**src/sv/smpq_pkg.sv**
```systemverilog
`default_nettype none
// ----------------------------------------------------------------------------
// smpq_pkg
// Shared types and constants for the sorted multiset priority queue.
// ----------------------------------------------------------------------------
package smpq_pkg;

   localparam int DATA_W  = 32;
   localparam int OP_W    = 2;
   localparam int ST_W    = 2;
   localparam int COUNT_W = 5;

   localparam logic [OP_W-1:0] OP_INSERT = 2'd0;
   localparam logic [OP_W-1:0] OP_DELETE = 2'd1;
   localparam logic [OP_W-1:0] OP_POP    = 2'd2;

   localparam logic [ST_W-1:0] ST_DONE      = 2'd0;
   localparam logic [ST_W-1:0] ST_NOT_FOUND = 2'd1;
   localparam logic [ST_W-1:0] ST_EMPTY     = 2'd2;
   localparam logic [ST_W-1:0] ST_FULL      = 2'd3;

   localparam logic signed [DATA_W-1:0] EMPTY_MARK = 32'sd9999999;

   // Per-cycle command broadcast to every cell
   typedef struct packed {
      logic cmp;       // compare stored entry with the item value
      logic ins;       // open a slot at the lower bound and write the value
      logic rem;       // close the slot at the lower bound
      logic rem_head;  // close the slot at the head
   } ctl_type;

endpackage
`default_nettype wire

```
**src/sv/smpq_if.sv**
```systemverilog
`default_nettype none
// ----------------------------------------------------------------------------
// smpq_req_if / smpq_rsp_if
// Valid/ready channels carrying request and response items.
// ----------------------------------------------------------------------------
interface smpq_req_if;
   logic                                  valid;
   logic                                  ready;
   logic [smpq_pkg::OP_W-1:0]             opcode;
   logic signed [smpq_pkg::DATA_W-1:0]    item_value;

   modport source (output valid, output opcode, output item_value, input ready);
   modport sink   (input valid, input opcode, input item_value, output ready);
endinterface

interface smpq_rsp_if;
   logic                                  valid;
   logic                                  ready;
   logic [smpq_pkg::ST_W-1:0]             status;
   logic signed [smpq_pkg::DATA_W-1:0]    popped_value;
   logic [smpq_pkg::COUNT_W-1:0]          entry_count;

   modport source (output valid, output status, output popped_value,
                   output entry_count, input ready);
   modport sink   (input valid, input status, input popped_value,
                   input entry_count, output ready);
endinterface
`default_nettype wire

```
**src/sv/smpq_cell.sv**
```systemverilog
`default_nettype none
// ----------------------------------------------------------------------------
// smpq_cell
// One slot of the sorted chain: compares its entry with the item value and
// shifts towards either neighbour when the chain opens or closes a slot.
// ----------------------------------------------------------------------------
module smpq_cell (
   input  wire                                 clock,
   input  wire smpq_pkg::ctl_type              ctl,
   input  wire logic signed [smpq_pkg::DATA_W-1:0] value,
   input  wire                                 in_range,
   input  wire                                 lt_left,
   input  wire logic signed [smpq_pkg::DATA_W-1:0] data_left,
   input  wire logic signed [smpq_pkg::DATA_W-1:0] data_right,
   output logic signed [smpq_pkg::DATA_W-1:0]  data,
   output logic                                lt,
   output logic                                eq
);

   logic signed [smpq_pkg::DATA_W-1:0] data_ff, data_in;
   logic                               lt_ff, lt_in;
   logic                               eq_ff, eq_in;

   always_comb begin
      lt_in   = lt_ff;
      eq_in   = eq_ff;
      data_in = data_ff;
      if (ctl.cmp) begin
         lt_in = in_range && (data_ff < value);
         eq_in = in_range && (data_ff == value);
      end
      if (ctl.ins) begin
         if (!lt_left) begin
            data_in = data_left;
         end else if (!lt_ff) begin
            data_in = value;
         end
      end else if (ctl.rem_head || (ctl.rem && !lt_ff)) begin
         data_in = data_right;
      end
   end

   always_ff @(posedge clock) begin
      data_ff <= data_in;
      lt_ff   <= lt_in;
      eq_ff   <= eq_in;
   end

   assign data = data_ff;
   assign lt   = lt_ff;
   assign eq   = eq_ff;

endmodule
`default_nettype wire

```
**src/sv/sorted_multiset_priority_queue.sv**
```systemverilog
`default_nettype none
// ----------------------------------------------------------------------------
// sorted_multiset_priority_queue
// Ascending store of signed values in a chain of cells; insert, delete one
// occurrence, or pop the smallest.
// ----------------------------------------------------------------------------
// Per request: the cells compare as the item is taken in S_IDLE, then the chain
// shifts in S_EXEC once the response register is free; the next request is only
// accepted after that commit. A new request is taken while a response waits.
// Reset clears the entry count and the handshake state; entries need none.
module sorted_multiset_priority_queue #(
   parameter int CAPACITY = 16
) (
   input  wire        clock,
   input  wire        reset,
   smpq_req_if.sink   req_ch,
   smpq_rsp_if.source rsp_ch
);

   localparam int CNT_W = $clog2(CAPACITY + 1);

   localparam logic S_IDLE = 1'b0;
   localparam logic S_EXEC = 1'b1;

   logic                                state_ff, state_in;
   logic [CNT_W-1:0]                    count_ff, count_in;
   logic [smpq_pkg::OP_W-1:0]           op_ff, op_in;
   logic signed [smpq_pkg::DATA_W-1:0]  value_ff, value_in;
   logic                                rsp_valid_ff, rsp_valid_in;
   logic [smpq_pkg::ST_W-1:0]           status_ff, status_in;
   logic signed [smpq_pkg::DATA_W-1:0]  popped_ff, popped_in;

   smpq_pkg::ctl_type                   ctl;
   logic signed [smpq_pkg::DATA_W-1:0]  cell_data [CAPACITY];
   logic [CAPACITY-1:0]                 cell_lt;
   logic [CAPACITY-1:0]                 cell_eq;
   logic [CAPACITY-1:0]                 in_range;

   logic req_fire;
   logic commit;
   logic full;
   logic found;

   assign req_fire = req_ch.valid && req_ch.ready;
   assign commit   = (state_ff == S_EXEC) && (!rsp_valid_ff || rsp_ch.ready);
   assign full     = (count_ff == CNT_W'(CAPACITY));
   assign found    = |cell_eq;

   genvar gi;
   generate
      for (gi = 0; gi < CAPACITY; gi++) begin : g_cell
         logic                               lt_left;
         logic signed [smpq_pkg::DATA_W-1:0] data_left;
         logic signed [smpq_pkg::DATA_W-1:0] data_right;

         assign in_range[gi] = (CNT_W'(gi) < count_ff);

         if (gi == 0) begin : g_head
            assign lt_left   = 1'b1;
            assign data_left = cell_data[gi];
         end else begin : g_body
            assign lt_left   = cell_lt[gi-1];
            assign data_left = cell_data[gi-1];
         end

         if (gi == CAPACITY - 1) begin : g_tail
            assign data_right = cell_data[gi];
         end else begin : g_next
            assign data_right = cell_data[gi+1];
         end

         smpq_cell u_cell (
            .clock      (clock),
            .ctl        (ctl),
            .value      (value_in),
            .in_range   (in_range[gi]),
            .lt_left    (lt_left),
            .data_left  (data_left),
            .data_right (data_right),
            .data       (cell_data[gi]),
            .lt         (cell_lt[gi]),
            .eq         (cell_eq[gi])
         );
      end
   endgenerate

   always_comb begin
      state_in     = state_ff;
      count_in     = count_ff;
      op_in        = op_ff;
      value_in     = value_ff;
      rsp_valid_in = rsp_valid_ff;
      status_in    = status_ff;
      popped_in    = popped_ff;
      ctl          = '0;

      if (rsp_valid_ff && rsp_ch.ready) begin
         rsp_valid_in = 1'b0;
      end

      case (state_ff)
         S_IDLE: begin
            if (req_fire) begin
               op_in    = req_ch.opcode;
               value_in = req_ch.item_value;
               ctl.cmp  = 1'b1;
               state_in = S_EXEC;
            end
         end
         S_EXEC: begin
            if (commit) begin
               rsp_valid_in = 1'b1;
               status_in    = smpq_pkg::ST_DONE;
               popped_in    = '0;
               case (op_ff)
                  smpq_pkg::OP_INSERT: begin
                     if (full) begin
                        status_in = smpq_pkg::ST_FULL;
                     end else begin
                        ctl.ins  = 1'b1;
                        count_in = count_ff + 1'b1;
                     end
                  end
                  smpq_pkg::OP_DELETE: begin
                     if (found) begin
                        ctl.rem  = 1'b1;
                        count_in = count_ff - 1'b1;
                     end else begin
                        status_in = smpq_pkg::ST_NOT_FOUND;
                     end
                  end
                  smpq_pkg::OP_POP: begin
                     if (count_ff == '0) begin
                        status_in = smpq_pkg::ST_EMPTY;
                        popped_in = smpq_pkg::EMPTY_MARK;
                     end else begin
                        popped_in    = cell_data[0];
                        ctl.rem_head = 1'b1;
                        count_in     = count_ff - 1'b1;
                     end
                  end
                  default: begin
                  end
               endcase
               state_in = S_IDLE;
            end
         end
         default: begin
            state_in = S_IDLE;
         end
      endcase
   end

   always_ff @(posedge clock) begin
      if (reset) begin
         state_ff     <= S_IDLE;
         count_ff     <= '0;
         rsp_valid_ff <= 1'b0;
      end else begin
         state_ff     <= state_in;
         count_ff     <= count_in;
         rsp_valid_ff <= rsp_valid_in;
      end
      op_ff     <= op_in;
      value_ff  <= value_in;
      status_ff <= status_in;
      popped_ff <= popped_in;
   end

   assign req_ch.ready        = (state_ff == S_IDLE);
   assign rsp_ch.valid        = rsp_valid_ff;
   assign rsp_ch.status       = status_ff;
   assign rsp_ch.popped_value = popped_ff;
   assign rsp_ch.entry_count  = smpq_pkg::COUNT_W'(count_ff);

endmodule
`default_nettype wire
```
**src/flat_wrapper.sv**
```systemverilog
// flat-port wrapper written by rule: the top's interface ports become plain ports
module sorted_multiset_priority_queue_flat 
#(
   parameter int CAPACITY = 16
)
  (clock, reset, req_ch_valid, req_ch_opcode, req_ch_item_value, req_ch_ready, rsp_ch_valid, rsp_ch_status, rsp_ch_popped_value, rsp_ch_entry_count, rsp_ch_ready);
  smpq_req_if req_ch_i ();
  smpq_rsp_if rsp_ch_i ();
  input  wire clock;
  input  wire reset;
  input wire logic [$bits(req_ch_i.valid)-1:0] req_ch_valid;
  input wire logic [$bits(req_ch_i.opcode)-1:0] req_ch_opcode;
  input wire logic [$bits(req_ch_i.item_value)-1:0] req_ch_item_value;
  output wire logic [$bits(req_ch_i.ready)-1:0] req_ch_ready;
  output wire logic [$bits(rsp_ch_i.valid)-1:0] rsp_ch_valid;
  output wire logic [$bits(rsp_ch_i.status)-1:0] rsp_ch_status;
  output wire logic [$bits(rsp_ch_i.popped_value)-1:0] rsp_ch_popped_value;
  output wire logic [$bits(rsp_ch_i.entry_count)-1:0] rsp_ch_entry_count;
  input wire logic [$bits(rsp_ch_i.ready)-1:0] rsp_ch_ready;
  assign req_ch_i.valid = req_ch_valid;
  assign req_ch_i.opcode = req_ch_opcode;
  assign req_ch_i.item_value = req_ch_item_value;
  assign req_ch_ready = req_ch_i.ready;
  assign rsp_ch_valid = rsp_ch_i.valid;
  assign rsp_ch_status = rsp_ch_i.status;
  assign rsp_ch_popped_value = rsp_ch_i.popped_value;
  assign rsp_ch_entry_count = rsp_ch_i.entry_count;
  assign rsp_ch_i.ready = rsp_ch_ready;
  sorted_multiset_priority_queue #(.CAPACITY(CAPACITY)) u_core (.clock(clock), .reset(reset), .req_ch(req_ch_i), .rsp_ch(rsp_ch_i));
endmodule
```
**config.mk**
```make
export PLATFORM = sky130hd
export DESIGN_NAME = sorted_multiset_priority_queue_flat
export DESIGN_NICKNAME = d
export VERILOG_FILES = /design/src/sv/smpq_pkg.sv /design/src/sv/smpq_if.sv /design/src/sv/smpq_cell.sv /design/src/sv/sorted_multiset_priority_queue.sv /design/src/flat_wrapper.sv
export SDC_FILE = /design/constraint.sdc
export NUM_CORES = 2
export LEC_CHECK = 0
export BUFFER_PORTS_ARGS = -buffer_cell sky130_fd_sc_hd__buf_2
export CORE_ASPECT_RATIO = 2
export CORE_MARGIN = 4
export CORE_UTILIZATION = 25
export DETAILED_ROUTE_END_ITERATION = 12
export PLACE_DENSITY = 0.44
export SYNTH_ARGS = -nofsm -noshare
export SYNTH_HDL_FRONTEND = slang
export SYNTH_SLANG_ARGS = --single-unit
```
**constraint.sdc**
```tcl
create_clock -name clock -period 6.3 [get_ports clock]
set_clock_uncertainty 0.05 [all_clocks]
set_input_delay 0.945 -clock clock [delete_from_list [all_inputs] [get_ports clock]]
set_output_delay 0.945 -clock clock [all_outputs]
set_load 0.01 [all_outputs]
```
---- Yosys cells after proc, flatten, opt, wreduce, memory -nomap -nowiden ----
Cells that the tools add are included.
cells by class
  add/sub/neg operators ................... 2
  order comparisons ....................... 32
  equal/unequal tests ..................... 38
  muxes and demuxes ....................... 87
  bitwise operators ....................... 2
  reductions and logical operators ........ 121
operators with widths
  operator               number
  $mux W32               63
  $eq A32 B32 Y1         16
  $lt A32 B32 Y1         16
  $logic_and A1 B1 Y1    50
  $ne A3 B3 Y1 const B   14
  $lt A4 B5 Y1 const A   8
  $reduce_and A2 Y1      18
  $reduce_bool A2 Y1     15
  $mux W24               1
  $lt A3 B5 Y1 const A   4
  $logic_not A1 Y1       16
  $logic_or A1 B1 Y1     16
  $reduce_or A16 Y1      1
  $mux W5                3
  $pmux W5 S3            1
  $mux W1                13
  $lt A1 B5 Y1 const A   2
  $lt A2 B5 Y1 const A   2
  $ne A2 B2 Y1 const B   4
  $mux W3                2
  $pmux W2 S3            1
  $reduce_and A6 Y1      1
  $add A5 B1 Y5 const B  1
  $eq A5 B5 Y1 const B   1
  11 further kinds       13
storage, ports and cells
  register bits after elaboration ......... 619
  input port bits ......................... 38
  output and inout bits ................... 41
  word-level logic and storage cells ...... 338

---- Longest topological paths before layout ----
  depth after elaboration ................. 9
  gate-level depth with buffers ........... 14
  depth with buffers taken out ............ 11

---- Cells and area by module ----
A second synthesis with hierarchy kept.
second synthesis, totals
  cells, all modules ...................... 4,447
  area total of the unflattened synthesis .. 43,668.1 um^2
by module, submodules not included
  module                                    instances  cells an instance  area each (um^2)  sequential area each (um^2)
  smpq_cell at u_core.g_cell[0].u_cell ...  15         262                2,534.9           1,021.0
  sorted_multiset_priority_queue            1          255                3,120.5           1,861.8
  smpq_cell at u_core.g_cell[15].u_cell     1          262                2,523.7           1,021.0

---- Worst setup path after synthesis ----
No wires, ideal clock.
  path type ............................... in2reg
  start point ............................. input rsp_ch_ready
  end point ............................... register u_core.g_cell[13].u_cell.data_ff, in the netlist u_core.g_cell[13].u_cell.data[0], enable pin
  library setup time ...................... 466 ps
  arrival time ............................ 4,928 ps
  data required time ...................... 5,784 ps
  path slack .............................. 856 ps
  cell stages on the path ................. 8
  path buffers ............................ 2
  cells stage by stage .................... nand2b_1 nand2_1 inv_1 nand3_1 buf_2 clkbuf_1 o21a_1 o21ai_0
on the way
  cells in the longest elaborated chain, start to end .. 8
  elaborated cells between the ends (all ways) .. 9
  those cells by class .................... eq/ne (1); mux (2); reduce/logical (6)
RTL lines
  what                           RTL line                               text
  from (decl)                    flat_wrapper.sv:19                     input wire logic [$bits(rsp_ch_i.ready)-1:0] rsp_ch_ready;
  $logic_or A1 B1 Y1 *           sorted_multiset_priority_queue.sv:45   assign commit = (state_ff == S_EXEC) && (!rsp_valid_ff || rsp_ch.ready);
  $logic_and A1 B1 Y1 *          sorted_multiset_priority_queue.sv:45
  $mux W3 *                      sorted_multiset_priority_queue.sv:111  if (commit) begin
  $mux W3 *                      sorted_multiset_priority_queue.sv:101  case (state_ff)
  $logic_and A1 B1 Y1            smpq_cell.sv:38                        end else if (ctl.rem_head || (ctl.rem && !lt_ff)) begin
  $logic_or A1 B1 Y1             smpq_cell.sv:38
  $reduce_bool A2 Y1 (no line)   n/a
  $reduce_and A2 Y1 (no line) *  n/a
  to (signal assigned)           smpq_cell.sv:44                        data_ff <= data_in;
  to (decl)                      smpq_cell.sv:20                        logic signed [smpq_pkg::DATA_W-1:0] data_ff, data_in;
Every way passes the cells marked *; elsewhere a longest branch is shown, timed or not.
A chain may end at the register's enable or synchronous reset.

---- Worst setup path in the final report ----
  start point ............................. register u_core.state_ff
  end point ............................... register u_core.g_cell[12].u_cell.lt_ff (data pin)
on the way
  cells in the longest elaborated chain, start to end .. 6
RTL lines
  what                    RTL line                               text
  from (decl)             sorted_multiset_priority_queue.sv:25   logic state_ff, state_in;
  from (signal assigned)  sorted_multiset_priority_queue.sv:160  state_ff <= state_in;
  $not A1 Y1              sorted_multiset_priority_queue.sv:170  assign req_ch.ready = (state_ff == S_IDLE);
  $logic_and A1 B1 Y1     sorted_multiset_priority_queue.sv:44   assign req_fire = req_ch.valid && req_ch.ready;
  $mux W32                sorted_multiset_priority_queue.sv:103  if (req_fire) begin
  $mux W32 *              sorted_multiset_priority_queue.sv:101
  $lt A32 B32 Y1 *        smpq_cell.sv:29                        lt_in = in_range && (data_ff < value);
  $logic_and A1 B1 Y1 *   smpq_cell.sv:29
  to (signal assigned)    smpq_cell.sv:45                        lt_ff <= lt_in;
  to (decl)               smpq_cell.sv:21                        logic lt_ff, lt_in;
Marks and branches as above.

==> flow_summary.json <==
{
  "synth_xor_area_share_pct": 0.544,
  "io_buffers": 78,
  "fin_util_pct": 28.9,
  "start_util_pct": 25.1,
  "muxShareOfSynthArea_pct": 1.06,
  "period_share_pct": 78.5,
  "cp_num_buf_inv": 2,
  "synth.yosys.seq_area_share_pct": 45.2,
  "fin_nets": 4936,
  "clk_pin_slew_ns": 0.07,
  "synth-seq-cells": 619,
  "maxCapViolCount": 0,
  "critPathLaunchType": "flip-flop",
  "ctsHtreeMaxLevel": 2,
  "crit_path_end_kind": "flip-flop",
  "post_cts_hold_buffer_count": 0,
  "grt_pass1_vias": 31800,
  "numCtsBuffers": 61,
  "netlist_area_um2": 40300,
  "syn-num-nets": 4911,
  "synth_common_cells": "nand2_1 (1049), o21ai_0 (992), edfxtp_1 (580)",
  "place_congestion": 0.858,
  "synth_area_leaders": "edfxtp_1 (43%), ha_1 (16%), o21ai_0 (12%)",
  "coreArea_um2": 160000,
  "hold_viol": 0,
  "cts_resized": 0,
  "clockRootBuffer": "clkbuf_16",
  "drt_iter0_markers": 2050,
  "synth_cell_types": 63,
  "postSynth.asyncResetShare_pct": 0,
  "die_area_um2": 168000,
  "yosysTopAreaCellShare_pct": 43.3,
  "drive_gt1_share_pct": 8.93,
  "synth_top_area_cell": "edfxtp_1",
  "path_cells": "nand2b_4 -> buf_12 -> mux2i_4 -> buf_4 -> ha_1 -> nand4_1 -> a211oi_1 -> a2111oi_0 -> o41a_1 -> o211ai_1 -> a21oi_1",
  "arrival_ns": 5.41,
  "status": "complete, no violations",
  "clk_latency_ns": 0.69,
  "die_x_um": 292,
  "avgSynthCellArea_um2": 9.21,
  "clock-sinks": 619,
  "grt_max_degree": 251,
  "slew_violations": 0,
  "setup_tns_ns": 0,
  "dr_total_vias": 31800,
  "p_per_area_nw_per_um2": 275,
  "cts_max_path_buffers": 3,
  "yosysMostFrequentCell": "nand2_1",
  "worst_slew_pin_slew_ns": 1.20,
  "max_freq_mhz": 202,
  "grt_pass1_wl_mm": 210,
  "synth-warning-count": 0,
  "pin_count": 79,
  "placementRows": 208,
  "vias_per_cell": 4.85,
  "hp-class": "in -> reg",
  "synth_top_family_by_area": "compound AO/OA/AOI/OAI gates",
  "crit_required_ns": 6.77,
  "drtAntennaViolNets": 0,
  "dp_hpwl_mm": 113,
  "grt_setup_unrepaired": "no",
  "cpMaxStageDelayCell": "a2111oi_0",
  "wl_mm": 144,
  "synth-simple-area-share_pct": 14.9,
  "syn2layout_area_growth_pct": 15.1,
  "wl_per_cell_um": 22.1,
  "min_period_ns": 4.94,
  "drc": 0,
  "cts_tree": "done",
  "p_leak_uw": 0.0183,
  "max_slew_margin_pct": 19.9,
  "cts_setup_buffers": 0,
  "die_y_um": 576,
  "slowest_delay_ns": 0.97,
  "synth-compound-area-share_pct": 18.8,
  "track_usage_pct": 16.6,
  "first_pass_iters": 5,
  "path_class": "reg -> reg",
  "yosys.area_share.adder_pct": 16.0,
  "crit_family": "compound AO/OA/AOI/OAI gates",
  "vdd_drop_max_mv": 0.209,
  "ys.flop_type": "edfxtp_1",
  "crit_path_max_fanout": 20,
  "setup_violations": 0,
  "synth_edf_count": 580,
  "syn_inst": 4370,
  "grt_antenna_before_repair": 3,
  "grt-ovfl-total": 0
}
state kept, by name, indices dropped and copies added (netlist names):
name                        cells
u_core.g_cell.u_cell.data     512
u_core.g_cell.u_cell.eq        16
u_core.g_cell.u_cell.lt        16
u_core.op_ff                    2
u_core.rsp_ch.entry_count       5
u_core.rsp_ch.popped_value     32
u_core.rsp_ch.status            2
u_core.rsp_ch.valid             1
u_core.state_ff                 1
u_core.value_ff                32
kinds of logic after synthesis:
family / after synthesis
AOI/OAI and AO/OA: 1388
xor gates and xnor gates: 25
adders and majority gates: 517
buffers and inverters: 349
DFF: 619
muxes: 41
and+or+nand+nor: 1431
layout make-up:
cell class / count / area (um2)
repair buffers: 226 / 1540
inverters: 85 / 319
diodes: 4 / 10.0
clock buffers: 69 / 1610
multi-input cells: 3402 / 21400
clock inverters: 44 / 667
well taps: 2100 / 2630
fillers: 17100 / 114000
flip-flops and latches: 619 / 18200
per-stage QoR:
step                std cells  worst slack [ns]  total power [uW]  cell area [um2]  hold WS (ns)
floorplan                4370             0.856              7100            40300         0.439
global placement         6432             0.607              8450            44100         0.440
detailed placement       6432             0.592              8490            44100         0.449
CTS                      6545              1.22             12900            46300         0.337
global route             6546              1.26             13400            46300         0.359
finish                   6549              1.36             12700            46300         0.393
report_power, final:
part / switching [uW] / internal, uW
Combinational: 2080 / 1140
Clock: 1860 / 2530
Sequential: 265 / 4860
Total: 4210 / 8520
final timing paths:
path                                  start                               endpoint  slack (ns)  cells past startpoint
max              u_core.state_ff$_SDFF_PP0_  u_core.g_cell[12].u_cell.lt$_DFFE_PP_        1.36                     11
min                        req_ch_opcode[0]              u_core.op_ff[0]$_DFFE_PP_        0.39                      1
max reg2reg      u_core.state_ff$_SDFF_PP0_  u_core.g_cell[12].u_cell.lt$_DFFE_PP_        1.36                     11
min reg2reg  u_core.rsp_ch.valid$_SDFF_PP0_         u_core.rsp_ch.valid$_SDFF_PP0_        0.46                      2
per-layer routing:
| layer | track usage (%) | up-vias | routed length, um |
|---|---|---|---|
| li1 | - | 16100 | - |
| met1 | 15.3 | 14900 | 48400 |
| met2 | 33.8 | 515 | 81300 |
| met3 | 1.22 | 253 | 2710 |
| met4 | 11.7 | 0 | 12100 |
| met5 | 0 | - | 0 |
layout by cell type (no fill, tap or decap), types with 14 or more instances in the layout:
cell / netlist / routed
buf_2: 62 / 78
o21a_1: 17 / 17
a21o_1: 54 / 54
nand4_1: 87 / 87
ha_1: 503 / 503
nand2_1: 1049 / 1049
nor2_1: 118 / 118
inv_1: 84 / 82
nor4_1: 24 / 23
edfxtp_1: 580 / 580
clkbuf_16: 0 / 61
dfxtp_1: 39 / 39
buf_4: 3 / 145
xnor2_1: 21 / 21
nand3_1: 54 / 52
mux2i_4: 1 / 31
a211oi_1: 39 / 39
a21oi_1: 177 / 176
o21ai_0: 992 / 990
nor3_1: 16 / 14
bufinv_16: 0 / 17
and2_1: 21 / 21
(Power assumes the default switching activity.)
